## config.mk

```make
export PLATFORM = sky130hd
export DESIGN_NAME = key_value_table
export DESIGN_NICKNAME = d
export VERILOG_FILES = /design/src/sv/kvt_pkg.sv /design/src/sv/kvt_slot_ram.sv /design/src/sv/key_value_table.sv
export SDC_FILE = /design/constraint.sdc
export NUM_CORES = 1
export LEC_CHECK = 0
export ABC_CLOCK_PERIOD_IN_PS = 5200
export BUFFER_PORTS_ARGS = -buffer_cell sky130_fd_sc_hd__buf_2
export CAP_MARGIN = 20
export CORE_MARGIN = 8
export CORE_UTILIZATION = 54
export DETAILED_ROUTE_END_ITERATION = 7
export PLACE_DENSITY_LB_ADDON = 0.1
export SKIP_CTS_REPAIR_TIMING = 1
export SYNTH_ARGS = -nofsm -noshare
export SYNTH_HDL_FRONTEND = slang
export SYNTH_SLANG_ARGS = --single-unit
```

## constraint.sdc

```tcl
create_clock -name i_clk -period 5.2 [get_ports i_clk]
set_input_delay 0.26 -clock i_clk [delete_from_list [all_inputs] [get_ports i_clk]]
set_output_delay 0.26 -clock i_clk [all_outputs]
set_load 0.01 [all_outputs]
```

## src/sv/kvt_pkg.sv

```systemverilog
// shared types and codes for the key/value table
`default_nettype none
package kvt_pkg;

    localparam logic [1:0] FUNC_INSERT = 2'd0;
    localparam logic [1:0] FUNC_LOOKUP = 2'd1;
    localparam logic [1:0] FUNC_REMOVE = 2'd2;

    localparam logic [2:0] ST_INSERTED  = 3'd0;
    localparam logic [2:0] ST_UPDATED   = 3'd1;
    localparam logic [2:0] ST_FOUND     = 3'd2;
    localparam logic [2:0] ST_NOT_FOUND = 3'd3;
    localparam logic [2:0] ST_REMOVED   = 3'd4;
    localparam logic [2:0] ST_FULL      = 3'd5;

    typedef struct packed {
        logic [1:0]         func;
        logic signed [31:0] key;
        logic [31:0]        value;
    } t_req;

    typedef struct packed {
        logic [2:0]  status;
        logic [31:0] value_out;
        logic [4:0]  entry_count;
    } t_rsp;

    typedef enum logic [2:0] {
        S_CLEAR,
        S_IDLE,
        S_SCAN,
        S_DRAIN,
        S_DONE
    } t_state;

endpackage
`default_nettype wire

```

## src/sv/kvt_slot_ram.sv

```systemverilog
// simple dual-port slot memory with registered read data
`default_nettype none
module kvt_slot_ram #(
    parameter int DEPTH = 16,
    parameter int WIDTH = 32
) (
    input  wire logic                       i_clk,
    input  wire logic                       i_wr_en,
    input  wire logic [$clog2(DEPTH)-1:0]   i_wr_addr,
    input  wire logic [WIDTH-1:0]           i_wr_data,
    input  wire logic [$clog2(DEPTH)-1:0]   i_rd_addr,
    output logic [WIDTH-1:0]                o_rd_data
);

    logic [WIDTH-1:0] mem [DEPTH];

    always_ff @(posedge i_clk) begin
        if (i_wr_en) begin
            mem[i_wr_addr] <= i_wr_data;
        end
    end

    always_ff @(posedge i_clk) begin
        o_rd_data <= mem[i_rd_addr];
    end

endmodule
`default_nettype wire

```

## src/sv/key_value_table.sv

```systemverilog
// sequence: after the start transfer the slot scan reads every slot, then S_DRAIN and S_DONE follow;
//   the result and its strobe are registered from S_DONE, and a new request is taken only back in S_IDLE;
//   the slot scan reads one slot per cycle from the key memory
// reset: a clearing pass over every slot marks each one free; busy stays high
// the result strobe lasts one cycle and the receiver cannot stall it
`default_nettype none
module key_value_table #(
    parameter int ENTRIES = 16
) (
    input  wire logic          i_clk,
    input  wire logic          i_rst_n,
    input  wire logic          start,
    output logic               busy,
    input  wire kvt_pkg::t_req i_req,
    output logic               o_strobe,
    output kvt_pkg::t_rsp      o_rsp
);

    localparam int IDX_W = $clog2(ENTRIES);
    localparam int CNT_W = $clog2(ENTRIES + 1);
    localparam logic [IDX_W-1:0] LAST_IDX = IDX_W'(ENTRIES - 1);

    kvt_pkg::t_state r_state, n_state;
    kvt_pkg::t_req   r_req;
    kvt_pkg::t_rsp   r_rsp, n_rsp;
    logic            r_strobe;

    logic [IDX_W-1:0] r_addr;
    logic             r_rd_vld;
    logic [IDX_W-1:0] r_rd_idx;
    logic             r_hit;
    logic [IDX_W-1:0] r_hit_idx;
    logic [31:0]      r_hit_val;
    logic             r_free;
    logic [IDX_W-1:0] r_free_idx;
    logic [CNT_W-1:0] r_count, n_count;

    // key word: valid flag on top of the key bits
    logic             key_wr_en;
    logic [IDX_W-1:0] key_wr_addr;
    logic [32:0]      key_wr_data;
    logic [32:0]      key_rd_data;
    logic             val_wr_en;
    logic [IDX_W-1:0] val_wr_addr;
    logic [31:0]      val_rd_data;

    logic             match;
    logic             empty;
    logic [CNT_W+4:0] count_ext;

    kvt_slot_ram #(.DEPTH(ENTRIES), .WIDTH(33)) u_key_ram (
        .i_clk     (i_clk),
        .i_wr_en   (key_wr_en),
        .i_wr_addr (key_wr_addr),
        .i_wr_data (key_wr_data),
        .i_rd_addr (r_addr),
        .o_rd_data (key_rd_data)
    );

    kvt_slot_ram #(.DEPTH(ENTRIES), .WIDTH(32)) u_val_ram (
        .i_clk     (i_clk),
        .i_wr_en   (val_wr_en),
        .i_wr_addr (val_wr_addr),
        .i_wr_data (r_req.value),
        .i_rd_addr (r_addr),
        .o_rd_data (val_rd_data)
    );

    assign match = r_rd_vld && key_rd_data[32] && (key_rd_data[31:0] == r_req.key);
    assign empty = r_rd_vld && !key_rd_data[32];

    // next state
    always_comb begin
        n_state = r_state;
        unique case (r_state)
            kvt_pkg::S_CLEAR: begin
                if (r_addr == LAST_IDX) n_state = kvt_pkg::S_IDLE;
            end
            kvt_pkg::S_IDLE: begin
                if (start) n_state = kvt_pkg::S_SCAN;
            end
            kvt_pkg::S_SCAN: begin
                if (r_addr == LAST_IDX) n_state = kvt_pkg::S_DRAIN;
            end
            kvt_pkg::S_DRAIN: n_state = kvt_pkg::S_DONE;
            kvt_pkg::S_DONE:  n_state = kvt_pkg::S_IDLE;
            default:          n_state = kvt_pkg::S_IDLE;
        endcase
    end

    // outputs and memory writes
    always_comb begin
        busy        = (r_state != kvt_pkg::S_IDLE);
        key_wr_en   = 1'b0;
        key_wr_addr = r_addr;
        key_wr_data = {1'b0, r_req.key};
        val_wr_en   = 1'b0;
        val_wr_addr = r_hit_idx;
        n_count     = r_count;
        n_rsp       = r_rsp;
        unique case (r_state)
            kvt_pkg::S_CLEAR: begin
                key_wr_en   = 1'b1;
                key_wr_data = '0;
            end
            kvt_pkg::S_DONE: begin
                n_rsp.status    = kvt_pkg::ST_NOT_FOUND;
                n_rsp.value_out = '0;
                unique case (r_req.func)
                    kvt_pkg::FUNC_INSERT: begin
                        if (r_hit) begin
                            val_wr_en    = 1'b1;
                            n_rsp.status = kvt_pkg::ST_UPDATED;
                        end else if (r_free) begin
                            key_wr_en    = 1'b1;
                            key_wr_addr  = r_free_idx;
                            key_wr_data  = {1'b1, r_req.key};
                            val_wr_en    = 1'b1;
                            val_wr_addr  = r_free_idx;
                            n_count      = r_count + 1'b1;
                            n_rsp.status = kvt_pkg::ST_INSERTED;
                        end else begin
                            n_rsp.status = kvt_pkg::ST_FULL;
                        end
                    end
                    kvt_pkg::FUNC_LOOKUP: begin
                        if (r_hit) begin
                            n_rsp.status    = kvt_pkg::ST_FOUND;
                            n_rsp.value_out = r_hit_val;
                        end
                    end
                    kvt_pkg::FUNC_REMOVE: begin
                        if (r_hit) begin
                            key_wr_en    = 1'b1;
                            key_wr_addr  = r_hit_idx;
                            key_wr_data  = {1'b0, r_req.key};
                            n_count      = r_count - 1'b1;
                            n_rsp.status = kvt_pkg::ST_REMOVED;
                        end
                    end
                    default: ;
                endcase
                count_ext         = {5'b0, n_count};
                n_rsp.entry_count = count_ext[4:0];
            end
            default: ;
        endcase
        count_ext = {5'b0, n_count};
        if (r_state == kvt_pkg::S_DONE) begin
            n_rsp.entry_count = count_ext[4:0];
        end
    end

    always_ff @(posedge i_clk) begin
        if (!i_rst_n) begin
            r_state  <= kvt_pkg::S_CLEAR;
            r_addr   <= '0;
            r_rd_vld <= 1'b0;
            r_strobe <= 1'b0;
            r_count  <= '0;
            r_hit    <= 1'b0;
            r_free   <= 1'b0;
        end else begin
            r_state  <= n_state;
            r_rd_vld <= (r_state == kvt_pkg::S_SCAN);
            r_strobe <= (r_state == kvt_pkg::S_DONE);
            r_count  <= n_count;
            if (r_state == kvt_pkg::S_CLEAR || r_state == kvt_pkg::S_SCAN) begin
                r_addr <= (r_addr == LAST_IDX) ? '0 : r_addr + 1'b1;
            end
            if (r_state == kvt_pkg::S_IDLE && start) begin
                r_addr <= '0;
                r_hit  <= 1'b0;
                r_free <= 1'b0;
            end else begin
                if (match) r_hit <= 1'b1;
                // lowest free slot wins
                if (empty && !r_free) r_free <= 1'b1;
            end
        end
    end

    // payload registers
    always_ff @(posedge i_clk) begin
        r_rd_idx <= r_addr;
        r_rsp    <= n_rsp;
        if (r_state == kvt_pkg::S_IDLE && start) begin
            r_req <= i_req;
        end
        if (match) begin
            r_hit_idx <= r_rd_idx;
            r_hit_val <= val_rd_data;
        end
        if (empty && !r_free) begin
            r_free_idx <= r_rd_idx;
        end
    end

    assign o_strobe = r_strobe;
    assign o_rsp    = r_rsp;

endmodule
`default_nettype wire
```

==> results.tsv, run 1 <==
metric	value	unit
Simple-Gate Fraction of Synth Area	2.31	%
dominant synthesized flop cell	edfxtp_1	
Die Span Y	311	µm
FMAX	262	MHz
xor/xnor share of the synthesized area	0.689	%
first-pass GRT wire length	144	mm
M1 WL	43.2	mm
Yosys reg bits	1271	
power density cells	396	nW/µm²
largest family of logic cells by synthesized area	multiplexers	
Max VDD drop	307	µV
Worst Setup Start Kind	flop	
Post-synth EDFFs	1186	
fin. max-slew vios	0	
wire per inst	27.9	µm
Unique masters post-synth	48	
gr ovfl total	0	
final RePlAce weighted congestion	0.746	
Root Driver	clkbuf_16	
Final nets	2320	
Compound-Gate Fraction of Synth Area	0.596	%
worst rel slew slack	22.3	%
hold_sp	start	
DRT Wirelength	98.0	mm
max-cap viol count	0	
Worst Path Required	5.53	ns
crit-path max FO	23	
async set or reset register ratio after synthesis	0	%
total die area	96900	µm²
most frequent cells in the layout	edfxtp_1 (1186), mux4_2 (294), clkbuf_16 (138)	
HP Class	input pin to flop	
adder-cell share of the synthesized area	0.0798	%
top cells by area, synth	edfxtp_1 (76%), mux4_2 (14%), dfxtp_1 (3.6%), mux4_1 (1.7%), and2_1 (0.51%)	
initial DRC count	1915	
Synth warnings	0	
clk_skew	0.0202	ns
initial antenna violation count	4	
sequential-to-total area share from yosys stat	79.3	%
Worst Tran Pin Value	1.17	ns
leakage	17.2	nW
hold path depth	5	
Clock Path Buffers	3	
R2R Setup Slk	1.38	ns
overall routing resource usage	20.2	%
crit path cell chain	nor3b_2, o21ai_1, nor3b_1, o21ai_0, buf_2, nor2_4, buf_4	
Fin. Hold Viols	0	
Area growth syn-to-layout	15.6	%
number of buffers created by CTS	132	
vias in the first global route	21400	
met3 WL	5.96	mm
num rows	108	
Final Cycle Share	73.5	%
outcome	finished, final reports clean	
final setup margin	1.38	ns
Vias	20900	
RSZ-0062 raised after global routing	no	
min cycle time layout	3.82	ns
# port buffers	110	
Fin Setup TNS	0	ns
clk sink count	1271	
worst skew pair latency	0.70	ns
Ports	111	
CTS tree	built	
Synthesized Nets	2047	
critical-path cell with the highest stage delay	nor3b_2	
CP max stage delay	0.66	ns
most common cell after layout, fill and taps aside	edfxtp_1	
WHS	0.150	ns
met2 routed WL	47.0	mm
mux cell area share after synthesis	15.8	%
synthesized instance count	1975	
Die W	311	µm
R2R Path Start	r_req[65]$_DFFE_PP_	
share of cells above drive strength 1	29.4	%
CP top delay family	simple AND/OR/NAND/NOR gates	
crit path buf inv count	2	
CP Capture Type	flop	
final number of setup-violating endpoints	0	
R2R cell count	7	
post-synth top area share	75.7	%
CP arrival	4.15	ns
DR DRC count	0	
Syn Area/Cell	23.8	µm²
Routed Antenna Nets	0	
clock slew at reported path FFs	0.06	ns
htree depth	4	
HPWL Detailed	55.0	mm
cell taking the most area after synthesis	edfxtp_1	
Place WS	1.38	ns
1st-pass router iterations	5	
DR vias/cell	5.96	
WHS Endpoint	r_state[0]$_SDFFE_PN0P_	
FF-to-FF End	u_key_ram.mem[4][19]$_DFFE_PP_	
uppermost layer routed	met5	
Core Box Area	86600	µm²
cell area after synthesis	47100	µm²
largest net degree at the start of global routing	151	
Setup CP Type	flop to flop	
starting density of the core	54.3	%
==> cells by family after synthesis <==
logic type / count (synthesis)
mux: 325
flops: 1271
buf+inv: 105
xor+xnor: 37
compound gates: 46
fa+ha+maj: 3
simple gates: 188
==> power by group <==
part	internal, W	total, W	leakage (nW)	switching, W
registers	0.0112	0.0113	11.5	0.000110
logic	0.000533	0.000975	3.64	0.000442
clock network	0.00553	0.00922	2.10	0.00369
==> registers in the layout, summed over array words and instances (netlist names), 5 cells and up <==
signal / cells
u_val_ram.mem: 512
u_val_ram.o_rd_data: 32
u_key_ram.mem: 528
r_hit_val: 32
r_req: 66
o_rsp: 40
r_count: 5
u_key_ram.o_rd_data: 33
==> area by class of cell <==
type                    instances  area (µm²)
clock buffers                 191        3770
multi-input cells             599        9440
repair buffers                233        1860
diodes                          1        2.50
flip-flops and latches       1271       37300
inverters                      11        41.3
well taps                    1155        1450
fillers                      5808       32200
clock inverters                49         502
==> how the worst max path moves through the flow <==
stage,startpoint,cells past startpoint,end,slack (ns)
finish,r_req[65]$_DFFE_PP_,7,u_key_ram.mem[4][19]$_DFFE_PP_,1.38
global route,r_req[65]$_DFFE_PP_,6,u_key_ram.mem[14][10]$_DFFE_PP_,1.09
CTS,r_req[65]$_DFFE_PP_,6,u_key_ram.mem[14][10]$_DFFE_PP_,1.36
detailed placement,r_req[65]$_DFFE_PP_,7,u_key_ram.mem[4][26]$_DFFE_PP_,1.38
global placement,r_req[65]$_DFFE_PP_,6,u_key_ram.mem[5][0]$_DFFE_PP_,1.41
floorplan,r_req[33]$_DFFE_PP_,4,r_hit_idx[0]$_DFFE_PP_,1.02
==> per-layer routing <==
layer  vias up  track usage [%]
li1       8881                -
met5         -                0
met2       644             31.5
met4         2             5.21
met3       135             4.43
met1     11300             29.2
==> synthesized netlist by cell type, drive strengths merged (3+ instances only) <==
library cell,count
a21oi,11
a22o,6
a31oi,6
and2,39
and3,5
buf,51
clkbuf,43
dfxtp,85
edfxtp,1186
ha,3
inv,10
mux4,325
nand2,12
nand3,11
nand3b,5
nand4,4
nor2,39
nor2b,37
nor3,8
nor3b,13
nor4,6
o21ai,17
xnor2,20
xor2,17
==> tightest hold or removal path: stages <==
cell and delay, ns:
buf_2 0.09, inv_1 0.17, a31oi_1 0.11, o21ai_0 0.06, and2_1 0.11
==> stage by stage <==
step / area, µm² / power, W / instances / utilization (%)
2_1_floorplan: 47100 / 0.0122 / 1975 / -
3_3_place_gp: 49200 / 0.0125 / 3185 / 56.7
3_5_place_dp: 49400 / 0.0125 / 3195 / 57.0
4_1_cts: 53600 / 0.0217 / 3435 / 61.9
5_1_grt: 54400 / 0.0222 / 3509 / 62.8
6_report: 54400 / 0.0215 / 3510 / 62.8
Power figures use the tool's default switching activity.
==> inputs of run 2 (changes only) <==
--- a/config.mk
+++ b/config.mk
@@ -5,7 +5,7 @@
 export SDC_FILE = /design/constraint.sdc
 export NUM_CORES = 1
 export LEC_CHECK = 0
-export ABC_CLOCK_PERIOD_IN_PS = 5200
+export ABC_CLOCK_PERIOD_IN_PS = 3700
 export BUFFER_PORTS_ARGS = -buffer_cell sky130_fd_sc_hd__buf_2
 export CAP_MARGIN = 20
 export CORE_MARGIN = 8
==> constraint.sdc (replaced) <==
create_clock -name i_clk -period 3.7 [get_ports i_clk]
set_input_delay 0.185 -clock i_clk [delete_from_list [all_inputs] [get_ports i_clk]]
set_output_delay 0.185 -clock i_clk [all_outputs]
set_load 0.01 [all_outputs]
==> run 2 against run 1 <==
Net effect:
- critical path depth is 1 lower
- clock skew increased by 0.0033 ns
- flip-flop and latch count did not move
- critical endpoint is now u_key_ram.mem[9][5]$_DFFE_PP_
==> results.tsv, run 2 (synthesized netlist as in run 1, its figures left out) <==
metric	value	unit
outcome	finished, final reports clean	
crit path cell chain	and2_0, o21ai_1, buf_4, a32oi_1, nor2_4, buf_4	
Final Cycle Share	92.0	%
min cycle time layout	3.40	ns
Ports	111	
Worst Path Required	4.06	ns
R2R cell count	6	
switch share	19.6	%
Worst Setup Start Kind	flop	
Vias	21000	
worst skew pair latency	0.71	ns
HP Class	input pin to flop	
largest net degree at the start of global routing	110	
HPWL Detailed	53.6	mm
sequential share of power	52.6	%
overall routing resource usage	20.4	%
initial antenna violation count	2	
Die Span Y	311	µm
CP Capture Type	flop	
fin. max-slew vios	0	
critical-path cell with the highest stage delay	nor2_4	
Clock Path Buffers	3	
CP arrival	3.77	ns
final RePlAce weighted congestion	0.767	
hold path depth	5	
Top reg by flops	u_key_ram.mem	
most frequent cells in the layout	edfxtp_1 (1186), mux4_2 (294), clkbuf_16 (141)	
num rows	108	
internal power	0.0243	W
clk sink count	1271	
DR DRC count	0	
htree depth	4	
Fin. Hold Viols	0	
1st-pass router iterations	5	
first-pass GRT wire length	146	mm
initial DRC count	2076	
Sequential Area	37300	µm²
Place WS	0.275	ns
biggest regs	u_key_ram.mem: 528 flops, u_val_ram.mem: 512 flops, r_req: 66 flops	
Routed Antenna Nets	0	
flip-flop count of the largest register after layout	528	
most common cell after layout, fill and taps aside	edfxtp_1	
CP max stage delay	0.74	ns
vias in the first global route	21800	
CTS tree	built	
share of cells above drive strength 1	30.1	%
# port buffers	110	
starting density of the core	54.3	%
leakage	17.1	nW
DRT Wirelength	98.4	mm
FMAX	294	MHz
switching power	0.00593	W
worst rel slew slack	29.4	%
DR vias/cell	5.97	
Worst Tran Pin Value	1.06	ns
Max VDD drop	453	µV
clock slew at reported path FFs	0.06	ns
number of buffers created by CTS	132	
crit-path max FO	17	
combinational power share	4.6	%
clk_skew	0.0235	ns
Layout fillers	5788	
Clock Power Share	42.9	%
total die area	96900	µm²
power density cells	554	nW/µm²
CP most frequent cell	buf_4	
Final nets	2336	
Core Box Area	86600	µm²
max-cap viol count	0	
Die W	311	µm
gr ovfl total	0	
antenna cells	0	
Setup CP Type	flop to flop	
Root Driver	clkbuf_16	
Area growth syn-to-layout	16.1	%
final number of setup-violating endpoints	0	
Fin Setup TNS	0	ns
final setup margin	0.296	ns
RSZ-0062 raised after global routing	no	
wire per inst	27.9	µm
area taken by multi-input logic gates	9450	µm²
run 2: critical path: cells and delay by family (launching register included):
| kind | cells | cell delay [ns] |
|---|---|---|
| buf+inv | 2 | 0.68 |
| flops | 1 | 0.51 |
| compound gates | 2 | 0.81 |
| simple gates | 2 | 1.05 |
run 2: layout make-up:
type	instances	share of cell area (%)
clock buffers	198	7.18
clock inverters	41	0.701
inverters	11	0.0756
multi-input cells	599	17.3
flip-flops and latches	1271	68.3
well taps	1155	2.65
repair buffers	249	3.75
run 2: power by group through the flow:
stage | combinational (W) | clock (W) | sequential (W)
6_report | 0.00138 | 0.0130 | 0.0159
3_3_place_gp | 0.00133 | 0 | 0.0162
5_1_grt | 0.00147 | 0.0138 | 0.0159
3_5_place_dp | 0.00135 | 0 | 0.0162
2_1_floorplan | 0.00100 | 0 | 0.0162
4_1_cts | 0.00136 | 0.0132 | 0.0159
run 2: per-stage QoR:
stage | utilization (%) | hold slack [ns] | total power (W) | instances | instance area, µm²
global route | 63.1 | 0.0550 | 0.0312 | 3524 | 54600
finish | 63.1 | 0.0452 | 0.0303 | 3524 | 54600
detailed placement | 57.3 | 0.363 | 0.0176 | 3213 | 49600
global placement | 57.1 | 0.361 | 0.0176 | 3207 | 49500
CTS | 62.2 | -0.416 | 0.0305 | 3452 | 53900
floorplan | - | 0.284 | 0.0172 | 1975 | 47100
run 2: worst paths after layout:
kind	to	slack, ns	start
worst max register to register	u_key_ram.mem[9][5]$_DFFE_PP_	0.30	r_req[65]$_DFFE_PP_
worst min-delay path	r_state[0]$_SDFFE_PN0P_	0.05	start
worst max-delay path	u_key_ram.mem[9][5]$_DFFE_PP_	0.30	r_req[65]$_DFFE_PP_
worst min register to register	r_hit_val[30]$_DFFE_PP_	0.40	u_val_ram.o_rd_data[30]$_DFF_P_
run 2: metal layers:
metal / up-vias / part of all wire (%) / track usage, %
met2: 642 / 48 / 31.7
li1: 8919 / - / -
met5: - / 0 / 0
met1: 11300 / 44 / 30.0
met4: 0 / 1.7 / 4.77
met3: 133 / 5.9 / 4.19
